**src/leht_pkg.sv**
```systemverilog
// Types, codes and helpers shared by the layer extent hull tracker.
// No dependencies; imported by every module of the block.
`default_nettype none

package leht_pkg;

    localparam int H_W     = 32;  // Q16.16 height width
    localparam int LAYER_W = 3;   // layer number / count width
    localparam int CFG_W   = 3;   // configuration index width

    // configuration register indexes
    localparam logic [CFG_W-1:0] CFG_COUNT     = 3'd0;
    localparam logic [CFG_W-1:0] CFG_BND_FIRST = 3'd1;
    localparam int               CFG_BND_NUM   = 4;

    // commands
    localparam logic CMD_UPDATE  = 1'b0;
    localparam logic CMD_READOUT = 1'b1;

    // result status codes
    localparam logic [1:0] ST_UPDATED = 2'd0;
    localparam logic [1:0] ST_IGNORED = 2'd1;
    localparam logic [1:0] ST_ERROR   = 2'd2;
    localparam logic [1:0] ST_RECORD  = 2'd3;

    typedef struct packed {
        logic                  command;
        logic signed [H_W-1:0] object_top;
        logic signed [H_W-1:0] object_bottom;
        logic signed [H_W-1:0] shift;
    } t_in_item;

    typedef struct packed {
        logic [1:0]            status;
        logic [LAYER_W-1:0]    layer_index;
        logic                  filled;
        logic signed [H_W-1:0] rel_lower;
        logic signed [H_W-1:0] rel_upper;
        logic                  last;
    } t_out_item;

    // controller -> datapath
    typedef struct packed {
        logic               latch_in;   // capture accepted item
        logic               do_sum;     // register saturated top / bottom
        logic               do_check;   // register layer span
        logic               issue;      // push layer into merge pipe
        logic [LAYER_W-1:0] idx;        // walked layer (issue or readout)
        logic               load_out;   // load output register
        logic               out_record; // readout record, else plain status
        logic [1:0]         out_status;
        logic               out_last;
    } t_dp_cmd;

    // datapath -> controller
    typedef struct packed {
        logic [LAYER_W-1:0] n;          // boundaries in use
        logic               bot_gt_top;
        logic               bot_eq_top;
        logic               pipe_busy;
    } t_dp_stat;

    // saturate a 33-bit sum / difference to signed 32 bits
    function automatic logic signed [H_W-1:0] f_sat32(input logic signed [H_W:0] x);
        logic signed [H_W-1:0] r;
        if (x[H_W] != x[H_W-1]) begin
            r = x[H_W] ? {1'b1, {(H_W-1){1'b0}}} : {1'b0, {(H_W-1){1'b1}}};
        end else begin
            r = x[H_W-1:0];
        end
        return r;
    endfunction

endpackage

`default_nettype wire

```
**src/leht_ctrl.sv**
```systemverilog
// Sequencer of the hull tracker: item intake, layer walk, result emission.
// Depends on leht_pkg; drives leht_dpath through t_dp_cmd.
`default_nettype none

module leht_ctrl (
    input  wire logic              i_clk,
    input  wire logic              i_rst_n,
    input  wire logic              i_in_accept,
    input  wire logic              i_readout,
    input  wire logic              i_out_stall,
    input  wire leht_pkg::t_dp_stat i_stat,
    output leht_pkg::t_dp_cmd      o_cmd,
    output logic                   o_busy,
    output logic                   o_out_valid
);
    import leht_pkg::*;

    localparam logic [2:0] S_IDLE   = 3'd0;
    localparam logic [2:0] S_SUM    = 3'd1;
    localparam logic [2:0] S_CHECK  = 3'd2;
    localparam logic [2:0] S_WALK   = 3'd3;
    localparam logic [2:0] S_DRAIN  = 3'd4;
    localparam logic [2:0] S_REPORT = 3'd5;
    localparam logic [2:0] S_READ   = 3'd6;

    logic [2:0]         r_state, n_state;
    logic [LAYER_W-1:0] r_idx, n_idx;
    logic [1:0]         r_status, n_status;
    logic               r_out_valid, n_out_valid;
    logic               out_free;

    assign out_free = !r_out_valid || !i_out_stall;

    always_comb begin
        n_state       = r_state;
        n_idx         = r_idx;
        n_status      = r_status;
        o_cmd         = '0;
        o_cmd.latch_in = i_in_accept;
        o_cmd.idx     = r_idx;
        unique case (r_state)
            S_IDLE: begin
                if (i_in_accept) begin
                    n_idx   = '0;
                    n_state = (i_readout == CMD_READOUT) ? S_READ : S_SUM;
                end
            end
            S_SUM: begin
                o_cmd.do_sum = 1'b1;
                n_state      = S_CHECK;
            end
            S_CHECK: begin
                o_cmd.do_check = 1'b1;
                priority if (i_stat.n == '0) begin
                    n_status = ST_IGNORED;
                    n_state  = S_REPORT;
                end else if (i_stat.bot_gt_top) begin
                    n_status = ST_ERROR;
                    n_state  = S_REPORT;
                end else if (i_stat.bot_eq_top) begin
                    n_status = ST_IGNORED;
                    n_state  = S_REPORT;
                end else begin
                    n_status = ST_UPDATED;
                    n_idx    = '0;
                    n_state  = S_WALK;
                end
            end
            S_WALK: begin
                o_cmd.issue = 1'b1;
                if (r_idx == i_stat.n) begin
                    n_state = S_DRAIN;
                end else begin
                    n_idx = r_idx + LAYER_W'(1);
                end
            end
            S_DRAIN: begin
                if (!i_stat.pipe_busy) begin
                    n_state = S_REPORT;
                end
            end
            S_REPORT: begin
                if (out_free) begin
                    o_cmd.load_out   = 1'b1;
                    o_cmd.out_status = r_status;
                    o_cmd.out_last   = 1'b1;
                    n_state          = S_IDLE;
                end
            end
            S_READ: begin
                if (out_free) begin
                    o_cmd.load_out   = 1'b1;
                    o_cmd.out_record = 1'b1;
                    o_cmd.out_status = ST_RECORD;
                    o_cmd.out_last   = (r_idx == i_stat.n);
                    if (r_idx == i_stat.n) begin
                        n_state = S_IDLE;
                    end else begin
                        n_idx = r_idx + LAYER_W'(1);
                    end
                end
            end
            default: begin
                n_state = S_IDLE;
            end
        endcase
    end

    always_comb begin
        n_out_valid = r_out_valid;
        if (o_cmd.load_out) begin
            n_out_valid = 1'b1;
        end else if (!i_out_stall) begin
            n_out_valid = 1'b0;
        end
    end

    always_ff @(posedge i_clk) begin
        if (!i_rst_n) begin
            r_state     <= S_IDLE;
            r_idx       <= '0;
            r_status    <= ST_UPDATED;
            r_out_valid <= 1'b0;
        end else begin
            r_state     <= n_state;
            r_idx       <= n_idx;
            r_status    <= n_status;
            r_out_valid <= n_out_valid;
        end
    end

    assign o_busy      = (r_state != S_IDLE);
    assign o_out_valid = r_out_valid;

    // walk and readout never pass the last layer
    a_idx_range: assert property (@(posedge i_clk) disable iff (!i_rst_n)
        (r_state == S_WALK || r_state == S_READ) |-> (r_idx <= i_stat.n))
        else $error("layer walk index beyond last layer");

    // a result is never loaded over one still waiting
    a_no_overwrite: assert property (@(posedge i_clk) disable iff (!i_rst_n)
        o_cmd.load_out |-> (!r_out_valid || !i_out_stall))
        else $error("output register overwritten");

    // the drain holds until the merge pipe is empty
    a_drain: assert property (@(posedge i_clk) disable iff (!i_rst_n)
        (r_state == S_DRAIN && i_stat.pipe_busy) |=> (r_state == S_DRAIN))
        else $error("drain left with merge in flight");

    // a readout item goes straight to record emission
    a_readout: assert property (@(posedge i_clk) disable iff (!i_rst_n)
        (i_in_accept && i_readout == CMD_READOUT) |=> (r_state == S_READ))
        else $error("readout not started");

endmodule

`default_nettype wire

```
**src/leht_dpath.sv**
```systemverilog
// Datapath of the hull tracker: boundary registers, layer records,
// span compare, three-stage clip / subtract / merge pipe, output register.
// Depends on leht_pkg; steered by leht_ctrl.
`default_nettype none

module leht_dpath #(
    parameter int MAX_BOUNDARIES = 4
) (
    input  wire logic                     i_clk,
    input  wire logic                     i_rst_n,
    input  wire logic                     i_cfg_we,
    input  wire logic [leht_pkg::CFG_W-1:0] i_cfg_idx,
    input  wire logic [leht_pkg::H_W-1:0] i_cfg_data,
    input  wire leht_pkg::t_in_item       i_in_item,
    input  wire leht_pkg::t_dp_cmd        i_cmd,
    output leht_pkg::t_dp_stat            o_stat,
    output leht_pkg::t_out_item           o_out_item
);
    import leht_pkg::*;

    localparam int NL = MAX_BOUNDARIES + 1;

    logic [LAYER_W-1:0]    r_count;
    logic signed [H_W-1:0] r_bnd [MAX_BOUNDARIES];
    logic [LAYER_W-1:0]    n_used;

    logic signed [H_W-1:0] r_obj_top, r_obj_bot, r_shift;
    logic signed [H_W-1:0] r_top, r_bot;
    logic [LAYER_W-1:0]    r_ti, r_bi, n_ti, n_bi;

    // merge pipe
    logic signed [H_W-1:0] r_prev;
    logic                  r_s1_v, r_s2_v;
    logic [LAYER_W-1:0]    r_s1_idx, r_s2_idx;
    logic signed [H_W-1:0] r_s1_lo, r_s1_hi, r_s1_ref;
    logic signed [H_W-1:0] r_s2_rl, r_s2_ru;
    logic signed [H_W-1:0] cur, ref_h, clip_lo, clip_hi;
    logic                  in_span;

    // layer records
    logic [NL-1:0]         r_filled;
    logic signed [H_W-1:0] r_rec_lo [NL];
    logic signed [H_W-1:0] r_rec_hi [NL];
    logic [LAYER_W-1:0]    rd_idx;
    logic                  rd_filled;
    logic signed [H_W-1:0] rd_lo, rd_hi;

    t_out_item             r_out;

    // configuration
    always_ff @(posedge i_clk) begin
        if (!i_rst_n) begin
            r_count <= '0;
            for (int k = 0; k < MAX_BOUNDARIES; k++) begin
                r_bnd[k] <= '0;
            end
        end else if (i_cfg_we) begin
            if (i_cfg_idx == CFG_COUNT) begin
                r_count <= i_cfg_data[LAYER_W-1:0];
            end
            for (int k = 0; k < MAX_BOUNDARIES; k++) begin
                if (k < CFG_BND_NUM && i_cfg_idx == CFG_BND_FIRST + CFG_W'(k)) begin
                    r_bnd[k] <= i_cfg_data;
                end
            end
        end
    end

    assign n_used = (r_count > LAYER_W'(MAX_BOUNDARIES)) ? LAYER_W'(MAX_BOUNDARIES)
                                                         : r_count;

    // item capture and saturated offset
    always_ff @(posedge i_clk) begin
        if (i_cmd.latch_in) begin
            r_obj_top <= i_in_item.object_top;
            r_obj_bot <= i_in_item.object_bottom;
            r_shift   <= i_in_item.shift;
        end
        if (i_cmd.do_sum) begin
            r_top <= f_sat32({r_obj_top[H_W-1], r_obj_top} + {r_shift[H_W-1], r_shift});
            r_bot <= f_sat32({r_obj_bot[H_W-1], r_obj_bot} + {r_shift[H_W-1], r_shift});
        end
        if (i_cmd.do_check) begin
            r_ti <= n_ti;
            r_bi <= n_bi;
        end
    end

    // span: first layer = boundaries at or above top, last = boundaries above bottom
    always_comb begin
        n_ti = '0;
        n_bi = '0;
        for (int k = 0; k < MAX_BOUNDARIES; k++) begin
            if (LAYER_W'(k) < n_used) begin
                if (r_bnd[k] >= r_top) begin
                    n_ti = n_ti + LAYER_W'(1);
                end
                if (r_bnd[k] > r_bot) begin
                    n_bi = n_bi + LAYER_W'(1);
                end
            end
        end
    end

    // stage 1: clip to the layer
    always_comb begin
        cur = '0;
        for (int k = 0; k < MAX_BOUNDARIES; k++) begin
            if (i_cmd.idx == LAYER_W'(k)) begin
                cur = r_bnd[k];
            end
        end
        ref_h   = (i_cmd.idx == '0) ? cur : r_prev;
        clip_hi = (i_cmd.idx != '0 && r_top > ref_h) ? ref_h : r_top;
        clip_lo = (i_cmd.idx != n_used && r_bot < cur) ? cur : r_bot;
        in_span = (i_cmd.idx >= r_ti) && (i_cmd.idx <= r_bi);
    end

    always_ff @(posedge i_clk) begin
        if (!i_rst_n) begin
            r_s1_v <= 1'b0;
            r_s2_v <= 1'b0;
        end else begin
            r_s1_v <= i_cmd.issue && in_span;
            r_s2_v <= r_s1_v;
        end
    end

    always_ff @(posedge i_clk) begin
        if (i_cmd.issue) begin
            r_prev   <= cur;
            r_s1_idx <= i_cmd.idx;
            r_s1_lo  <= clip_lo;
            r_s1_hi  <= clip_hi;
            r_s1_ref <= ref_h;
        end
        // stage 2: relative to the layer reference
        r_s2_idx <= r_s1_idx;
        r_s2_rl  <= f_sat32({r_s1_lo[H_W-1], r_s1_lo} - {r_s1_ref[H_W-1], r_s1_ref});
        r_s2_ru  <= f_sat32({r_s1_hi[H_W-1], r_s1_hi} - {r_s1_ref[H_W-1], r_s1_ref});
    end

    // record read: merge stage while the pipe runs, readout otherwise
    assign rd_idx = r_s2_v ? r_s2_idx : i_cmd.idx;

    always_comb begin
        rd_filled = 1'b0;
        rd_lo     = '0;
        rd_hi     = '0;
        for (int k = 0; k < NL; k++) begin
            if (rd_idx == LAYER_W'(k)) begin
                rd_filled = r_filled[k];
                rd_lo     = r_rec_lo[k];
                rd_hi     = r_rec_hi[k];
            end
        end
    end

    // stage 3: hull merge
    always_ff @(posedge i_clk) begin
        if (!i_rst_n) begin
            r_filled <= '0;
        end else if (r_s2_v) begin
            for (int k = 0; k < NL; k++) begin
                if (r_s2_idx == LAYER_W'(k)) begin
                    r_filled[k] <= 1'b1;
                end
            end
        end
    end

    always_ff @(posedge i_clk) begin
        if (r_s2_v) begin
            for (int k = 0; k < NL; k++) begin
                if (r_s2_idx == LAYER_W'(k)) begin
                    r_rec_lo[k] <= (!rd_filled || r_s2_rl < rd_lo) ? r_s2_rl : rd_lo;
                    r_rec_hi[k] <= (!rd_filled || r_s2_ru > rd_hi) ? r_s2_ru : rd_hi;
                end
            end
        end
    end

    // output register
    always_ff @(posedge i_clk) begin
        if (i_cmd.load_out) begin
            r_out.status <= i_cmd.out_status;
            r_out.last   <= i_cmd.out_last;
            if (i_cmd.out_record) begin
                r_out.layer_index <= i_cmd.idx;
                r_out.filled      <= rd_filled;
                r_out.rel_lower   <= rd_filled ? rd_lo : '0;
                r_out.rel_upper   <= rd_filled ? rd_hi : '0;
            end else begin
                r_out.layer_index <= '0;
                r_out.filled      <= 1'b0;
                r_out.rel_lower   <= '0;
                r_out.rel_upper   <= '0;
            end
        end
    end

    assign o_out_item       = r_out;
    assign o_stat.n         = n_used;
    assign o_stat.bot_gt_top = (r_bot > r_top);
    assign o_stat.bot_eq_top = (r_bot == r_top);
    assign o_stat.pipe_busy = r_s1_v || r_s2_v;

    // a merge always leaves its layer filled
    a_merge_fills: assert property (@(posedge i_clk) disable iff (!i_rst_n)
        r_s2_v |=> r_filled[$past(r_s2_idx)])
        else $error("merged layer not marked filled");

    // merged layers lie within the span and the layer count
    a_s1_span: assert property (@(posedge i_clk) disable iff (!i_rst_n)
        r_s1_v |-> (r_s1_idx <= n_used && r_s1_idx >= r_ti && r_s1_idx <= r_bi))
        else $error("merge outside layer span");

    // the span counts never exceed the boundaries in use
    a_span_bound: assert property (@(posedge i_clk) disable iff (!i_rst_n)
        i_cmd.do_check |=> (r_ti <= n_used && r_bi <= n_used))
        else $error("layer span beyond boundary count");

endmodule

`default_nettype wire

```
**src/layer_extent_hull_tracker.sv**
```systemverilog
// Top level of the layer extent hull tracker: ports and glue.
// Depends on leht_pkg, leht_ctrl and leht_dpath.
`default_nettype none

// Layer extent hull tracker. Up to MAX_BOUNDARIES descending boundary heights
// (Q16.16) split the height axis into boundary_count + 1 layers, layer 0 on
// top. An update item (command 0) offsets the object's top and bottom by
// shift with saturation, finds the layers it spans and folds the clipped
// interval, relative to each layer's upper boundary (for layer 0 the one
// below it), into that layer's record as a hull; it answers with one item:
// updated, ignored (no boundaries or zero height) or error (bottom above
// top, nothing changed). A readout item (command 1) answers with one record
// per layer, topmost first, last set on the final one. One item is in work
// at a time; o_in_stall is low only when the block is idle. An update that
// passes the checks goes through offset, span compare, a walk of all n + 1
// layers (n being the boundaries in use) through the clip / subtract / merge
// pipe one layer per cycle, pipe drain, then the output load. An ignored or
// refused update goes from the span compare straight to the output load.
// A readout gives one record per cycle while the output side takes them.
// Results wait in an output register and a stalled result holds the next
// load back. Configuration must be written through the plain write port
// only while the block is idle; the block does not enforce this. Index 0 is
// the boundary count, 1 to 4 the boundaries. Records survive count changes.
module layer_extent_hull_tracker #(
    parameter int MAX_BOUNDARIES = 4
) (
    input  wire logic                       i_clk,
    input  wire logic                       i_rst_n,
    // configuration
    input  wire logic                       i_cfg_we,
    input  wire logic [leht_pkg::CFG_W-1:0] i_cfg_idx,
    input  wire logic [leht_pkg::H_W-1:0]   i_cfg_data,
    // input items
    input  wire logic                       i_in_valid,
    output logic                            o_in_stall,
    input  wire leht_pkg::t_in_item         i_in_item,
    // result items
    output logic                            o_out_valid,
    input  wire logic                       i_out_stall,
    output leht_pkg::t_out_item             o_out_item
);
    import leht_pkg::*;

    t_dp_cmd  cmd;
    t_dp_stat stat;
    logic     busy;
    logic     in_accept;

    assign o_in_stall = busy;
    assign in_accept  = i_in_valid && !busy;

    leht_ctrl u_ctrl (
        .i_clk       (i_clk),
        .i_rst_n     (i_rst_n),
        .i_in_accept (in_accept),
        .i_readout   (i_in_item.command),
        .i_out_stall (i_out_stall),
        .i_stat      (stat),
        .o_cmd       (cmd),
        .o_busy      (busy),
        .o_out_valid (o_out_valid)
    );

    leht_dpath #(
        .MAX_BOUNDARIES (MAX_BOUNDARIES)
    ) u_dpath (
        .i_clk      (i_clk),
        .i_rst_n    (i_rst_n),
        .i_cfg_we   (i_cfg_we),
        .i_cfg_idx  (i_cfg_idx),
        .i_cfg_data (i_cfg_data),
        .i_in_item  (i_in_item),
        .i_cmd      (cmd),
        .o_stat     (stat),
        .o_out_item (o_out_item)
    );

endmodule

`default_nettype wire
```
**config.mk**
```make
export PLATFORM = sky130hd
export DESIGN_NAME = layer_extent_hull_tracker
export DESIGN_NICKNAME = d
export VERILOG_FILES = /design/src/leht_pkg.sv /design/src/leht_ctrl.sv /design/src/leht_dpath.sv /design/src/layer_extent_hull_tracker.sv
export SDC_FILE = /design/constraint.sdc
export NUM_CORES = 2
export LEC_CHECK = 0
export BUFFER_PORTS_ARGS = -buffer_cell sky130_fd_sc_hd__buf_2
export CORE_MARGIN = 2
export CORE_UTILIZATION = 38
export DETAILED_ROUTE_END_ITERATION = 10
export GPL_ROUTABILITY_DRIVEN = 0
export GPL_TIMING_DRIVEN = 1
export PLACE_DENSITY_LB_ADDON = 0.15
export SYNTH_ARGS = -nofsm -noshare
export SYNTH_HDL_FRONTEND = slang
export SYNTH_SLANG_ARGS = --single-unit
```
**constraint.sdc**
```tcl
create_clock -name i_clk -period 11 [get_ports i_clk]
set_clock_uncertainty 0.15 [all_clocks]
set_input_delay 2.2 -clock i_clk [delete_from_list [all_inputs] [get_ports i_clk]]
set_output_delay 2.2 -clock i_clk [all_outputs]
set_load 0.01 [all_outputs]
```
[After elaboration in Yosys (flattened, before gate mapping)]
Memory sizes are Yosys's and may differ from the RTL's.
Cells that the tools add are included.
W data, S select, Z words.
Storage, ports and cells
  bits in registers: 454
  bits in writable memories: 448
  output and inout bits: 73
  word-level logic and storage cells: 290
  memories kept: 3
Operators by class
  $add $sub $neg: 11
  $lt $le $gt $ge: 20
  equality and inequality tests: 38
  multiplexer cells: 142
  bitwise logic cells: 4
  reduce and logical (&&, ||, !) cells: 39
Memories
  u_dpath.r_rec_hi: words 5, width 32, read ports 5, clocked after memory_dff 0, write ports 1, RTL line leht_dpath.sv:43  | logic signed [H_W-1:0] r_rec_hi [NL];
  u_dpath.r_rec_lo: words 5, width 32, read ports 5, clocked after memory_dff 0, write ports 1, RTL line leht_dpath.sv:42  | logic signed [H_W-1:0] r_rec_lo [NL];
  u_dpath.r_bnd: words 4, width 32, read ports 4, clocked after memory_dff 0, write ports 4, RTL line leht_dpath.sv:24  | logic signed [H_W-1:0] r_bnd [MAX_BOUNDARIES];
Operators with widths (count)
  $mux W32: 39
  $reduce_or A32 Y1: 8
  $gt A32 B32 Y1: 7
  $ge A32 B32 Y1: 4
  $mux W3: 41
  $add A32 B32 Y33: 2
  $sub A32 B32 Y33: 2
  $lt A32 B32 Y1: 2
  $mux W1: 55
  $eq A32 B32 Y1: 1
  $eq A3 B2 Y1 const B: 10
  $add A3 B1 Y3 const B: 7
  $pmux W3 S7: 1
  $eq A3 B3 Y1 const B: 6
  $logic_not A3 Y1: 6
  $eq A3 B1 Y1 const B: 5
  $reduce_and A2 Y1: 7
  $pmux W3 S4: 1
  $reduce_and A6 Y1: 2
  $ne A2 B1 Y1 const B: 5
  $ne A2 B2 Y1 const B: 5
  $lt A1 B3 Y1 const A: 2
  $lt A2 B3 Y1 const A: 2
  $pmux W3 S2: 1
  15 further kinds: 33

[Depth between registers and ports, before layout]
  depth after elaboration: 14
  depth in mapped cells: 25
  depth with buffers taken out: 21

[Modules after synthesis]
A second synthesis with hierarchy kept.
Second synthesis, totals
  cell total of the unflattened synthesis: 4288
  area, all modules: 50940.1 sq um
Modules (own cells, without submodules)
  leht_dpath: instances 1, cells an instance 4195, area an instance 50262.0 sq um, sequential area each 26045.0 sq um
  leht_ctrl: instances 1, cells an instance 92, area an instance 664.4 sq um, sequential area each 180.2 sq um
  layer_extent_hull_tracker: instances 1, cells an instance 1, area an instance 13.8 sq um, sequential area each 0.0 sq um

[Worst setup path before layout]
OpenSTA, ideal clock, no wires.
  path type: register to register
  from: register u_ctrl.r_state[2]
  to: register u_ctrl.r_state[1]
  library setup time: 122 ps
  arrival time: 8177 ps
  setup slack: 2551 ps
  stages on the path, launching flop included: 6
  buffers on the path: 1
  clock period less this slack: 8449 ps
  cells stage by stage: dfxtp_1 -> clkbuf_1 -> nor2_1 -> a221oi_1 -> and4b_1 -> a311o_1
On the way
  longest elaborated chain between the ends: 5
  elaborated cells between the ends (all ways): 18
  those cells by class: eq/ne (12); mux (1); reduce/logical (5)
RTL lines
  start: declaration: RTL line leht_ctrl.sv:26  | logic [2:0] r_state, n_state;
  start signal: assignment: RTL line leht_ctrl.sv:125  | r_state <= n_state;
  $reduce_bool A3 Y1: RTL line leht_ctrl.sv:132  | assign o_busy = (r_state != S_IDLE);
  $logic_not A1 Y1: RTL line layer_extent_hull_tracker.sv:50  | assign in_accept = i_in_valid && !busy;
  $logic_and A1 B1 Y1: RTL line layer_extent_hull_tracker.sv:50
  $ne A2 B2 Y1 (no line)
  $reduce_and A6 Y1 (no line)
Parallel ways exist; a longest one is shown, timed or not.
A chain may end at the register's enable or synchronous reset.

[Final worst setup path]
  from: register u_dpath.r_s2_v
  to: memory u_dpath.r_rec_hi[4][29], in the netlist u_dpath.r_rec_hi[0][157], data pin
On the way
  longest elaborated chain between the ends: 14
  elaborated cells between the ends (all ways): 33
  those cells by class: order compare (1); eq/ne (4); mux (22); reduce/logical (6)
RTL lines
  start: declaration: RTL line leht_dpath.sv:33  | logic r_s1_v, r_s2_v;
  start signal: assignment: RTL line leht_dpath.sv:125  | r_s2_v <= r_s1_v;
  $mux W3: RTL line leht_dpath.sv:144  | assign rd_idx = r_s2_v ? r_s2_idx : i_cmd.idx;
  $logic_not A3 Y1: RTL line leht_dpath.sv:151  | if (rd_idx == LAYER_W'(k)) begin
  $mux W32 or $mux W1 (tied branches) (5 in a row): RTL line leht_dpath.sv:151
  $gt A32 B32 Y1 or $logic_not A1 Y1 (tied branches): RTL line leht_dpath.sv:177  | r_rec_hi[k] <= (!rd_filled || r_s2_ru > rd_hi) ? r_s2_ru : rd_hi;
  $logic_or A1 B1 Y1: RTL line leht_dpath.sv:177
  $mux W32: RTL line leht_dpath.sv:177
  $mux W32 (no line) (3 in a row)
  $mux W32 (no line) *
  end: declaration: RTL line leht_dpath.sv:43
Every way passes the cells marked *; elsewhere a longest branch is shown, timed or not.

==> impl_metrics.ini <==
[timing]
rsz0062_at_grt = no
setup_tns_ns = 0
worst_slew_pin_slew_ns = 1.05
finalCritPeriodShare_pct = 61.2
timing.fmax_mhz = 148
slew_headroom_pct = 29.3
hold_viol_final = 0
fin_crit_ns = 6.74
final-setup-viol-count = 0
drv_slew = 0

[final_layout]
layout-drive-gt1-share_pct = 10.6
regArea_um2 = 26200
fin_cells = 6391
num-fill-cells = 12400
fin_nets = 5246
mostFrequentLayoutCells = edfxtp_1, ha_1, o21ai_0, inv_1, a21oi_1
multiInputGateArea_um2 = 22900
final_common_cell = edfxtp_1
area_growth_pct = 12.8

[synthesis]
synth_top_cell_area_share_pct = 48.5
synthCells = 4345
synth_nets = 5045
synth_flop_cell = edfxtp_1
avgSynthCellArea_um2 = 11.6
synth_compound_area_share_pct = 15.3
yosysWarnings = 0
synth_edf_count = 816
synthSimpleGateAreaFrac_pct = 10.1
synth_fa_ha_area_share_pct = 14.0
yosysUniqueCellTypes = 96
synthMuxAreaShare_pct = 3.66
synth_top_family_by_area = compound AO/OA/AOI/OAI gates
synth_top_area_cell = edfxtp_1
yosysSeqAreaShare_pct = 51.9
synthArstFlopShare_pct = 0
yosys-top-cells-area = edfxtp_1, ha_1, a21o_1, dfxtp_1, mux2i_1
syn-cell-area_um2 = 50500
yosys.area_share.xor_xnor_pct = 1.77
ys_seq_elements = 902

[floorplan]
die-area_um2 = 136000
start_util_pct = 38.4
io-pin-count = 210
die_h_um = 369
fp.dieW_um = 369
coreArea_um2 = 132000
row_count = 133

[hold_path]
min_path_cells = 0
hp-class = reg -> reg
hold_end = u_dpath.r_s2_idx[0]
min_from = u_dpath.r_s1_idx[0]

[outcome]
status = finished, final reports clean

[global_routing]
grt_pass1_wl_mm = 224
grt_usage_pct = 22.0
grt_pass1_vias = 34500
grt_overflow = 0
antenna_found_initial = 11
grt_start_max_net_pins = 75

[setup_path]
cpPeakStageDelay_ns = 0.79
crit_type = reg -> reg
cp.required_ns = 11.32
worstPathMaxFanout = 48
crit_chain = mux2_4 > nor3_4 > buf_4 > a222oi_1 > ha_1 > a21o_1 > a21o_1 > a21oi_1 > nor2b_1 > o21ai_0 > a21oi_1 > o21ai_0 > nand4_1 > a31oi_4 > buf_4 > mux2i_1
end_kind = flip-flop
regToRegSetupSlack_ns = 4.26
cp_slowest_cell = nor3_4
rr_startpoint = u_dpath.r_s2_v
arrival_ns = 7.06
reg2reg_to = u_dpath.r_rec_hi[0][157]
worst_setup_path_start_kind = flip-flop
reg2regPathDepth = 16

[cts]
htree_levels = 3
worstSkewPairLatency_ns = 0.73
path_clk_slew_ns = 0.06
cts_buffers = 102
cts.sinks = 902
clk_path_buf_depth = 3
cts.repair.resized = 0
postCtsSetupBuffers = 0
tritoncts = done
hold_buffers = 0
cts_root_buf = clkbuf_16

[pwr]
seqPwrFrac_pct = 37.2
power_leakage_uw = 0.0233
intPower_uw = 8520
vdd_drop_max_mv = 0.153
clock_power_share_pct = 25.0
power_switching_uw = 5230
swShare_pct = 38.0
p_comb_share_pct = 37.8
power_density_nw_per_um2 = 241

[routing]
firstDrtPassIters = 10
vias = 35100
wl_per_cell_um = 23.6
drt_iter0_markers = 2954
ant_nets = 0
routed_via_density = 5.50
wl_mm = 151
drc = 0

[placement]
dp_hpwl_mm = 112
place_inst = 6197
port_buffers = 209

[run]
cap_violations = 0
through the flow:
step	total power, µW	hold slack [ns]	instance area [µm²]	utilization, %	setup slack, ns
6_report	13800	0.190	57000	43.3	4.26
5_1_grt	14600	0.210	57000	43.3	3.74
4_1_cts	13800	0.193	57000	43.3	4.18
3_5_place_dp	10300	0.178	53600	40.7	4.19
3_3_place_gp	10300	0.174	53600	40.7	4.35
2_1_floorplan	8520	0.173	50500	-	2.55
cell type report:
type / count / area share, %
Tap cell: 1755 / 3.85
Timing Repair Buffer: 256 / 2.45
Antenna cell: 2 / 0.00877
Clock buffer: 147 / 5.09
Multi-Input combinational cell: 3029 / 40.1
Sequential cell: 902 / 46.0
Clock inverter: 45 / 0.856
Inverter: 255 / 1.68
routing by layer:
| layer | track usage (%) | part of all wire [%] |
|---|---|---|
| met1 | 30.4 | 46 |
| met2 | 33.9 | 44 |
| met3 | 3.06 | 4.9 |
| met4 | 10.8 | 5.4 |
| met5 | 0 | 0.0079 |
cell families (layout without fill, tap and decap cells):
kind of cell,after synthesis,count (layout)
compound gates,1175,1175
simple gates,1009,1009
flops,902,902
fa+ha+maj,563,563
buf+inv,414,703
mux,180,180
xor+xnor,102,102
other cells,0,2
state kept, by name (all words and copies together) (netlist names), 71 cells and up:
| signal | flops |
|---|---|
| u_dpath.r_rec_lo | 160 |
| u_dpath.o_out_item | 71 |
| u_dpath.r_rec_hi | 160 |
| u_dpath.r_bnd | 128 |
power groups by stage:
stage / sequential (µW) / clock (µW) / combinational (µW)
after floorplan: 4930 / 0 / 3590
after global placement: 5190 / 0 / 5100
after detailed placement: 5190 / 0 / 5150
after CTS: 5120 / 3520 / 5180
after global routing: 5150 / 3640 / 5840
final: 5120 / 3440 / 5190
cells in the mapped netlist (40+ instances only):
cell        n
nor3_1     81
nor2_1    238
a21oi_1   251
clkbuf_1  101
o21a_1     51
a221oi_1   40
inv_1     255
mux2i_1   165
ha_1      559
dfxtp_1    86
xnor2_1    48
xor2_1     54
nand4_1    87
edfxtp_1  816
nor2b_1    56
a222oi_1   64
o31ai_1    47
a21o_1    234
nand3_1    44
nand2b_1   47
nand2_1   226
and2_1    142
o21ai_0   318
critical path: cells and delay by family, from the launching register on:
family | cells | cell delay, ns
AO/OA/AOI/OAI | 8 | 1.81
adder cells (fa/ha/maj) | 1 | 0.38
buffers and inverters | 2 | 1.24
flip-flops | 1 | 0.66
multiplexers | 2 | 1.09
AND/OR/NAND/NOR | 3 | 1.04
worst max path at each step:
| stage | end | from | depth (start not counted) |
|---|---|---|---|
| 3_3_place_gp | u_dpath.r_s1_hi[0] | u_ctrl.r_idx[1] | 21 |
| 6_report | u_dpath.r_rec_hi[0][157] | u_dpath.r_s2_v | 16 |
| 4_1_cts | u_dpath.r_s1_hi[0] | u_ctrl.r_idx[1] | 21 |
| 2_1_floorplan | u_ctrl.r_state[1] | u_ctrl.r_state[2] | 5 |
| 3_5_place_dp | u_dpath.r_s1_hi[0] | u_ctrl.r_idx[1] | 21 |
| 5_1_grt | u_dpath.r_rec_lo[0][157] | u_dpath.r_s2_v | 17 |
(Power assumes the default switching activity.)
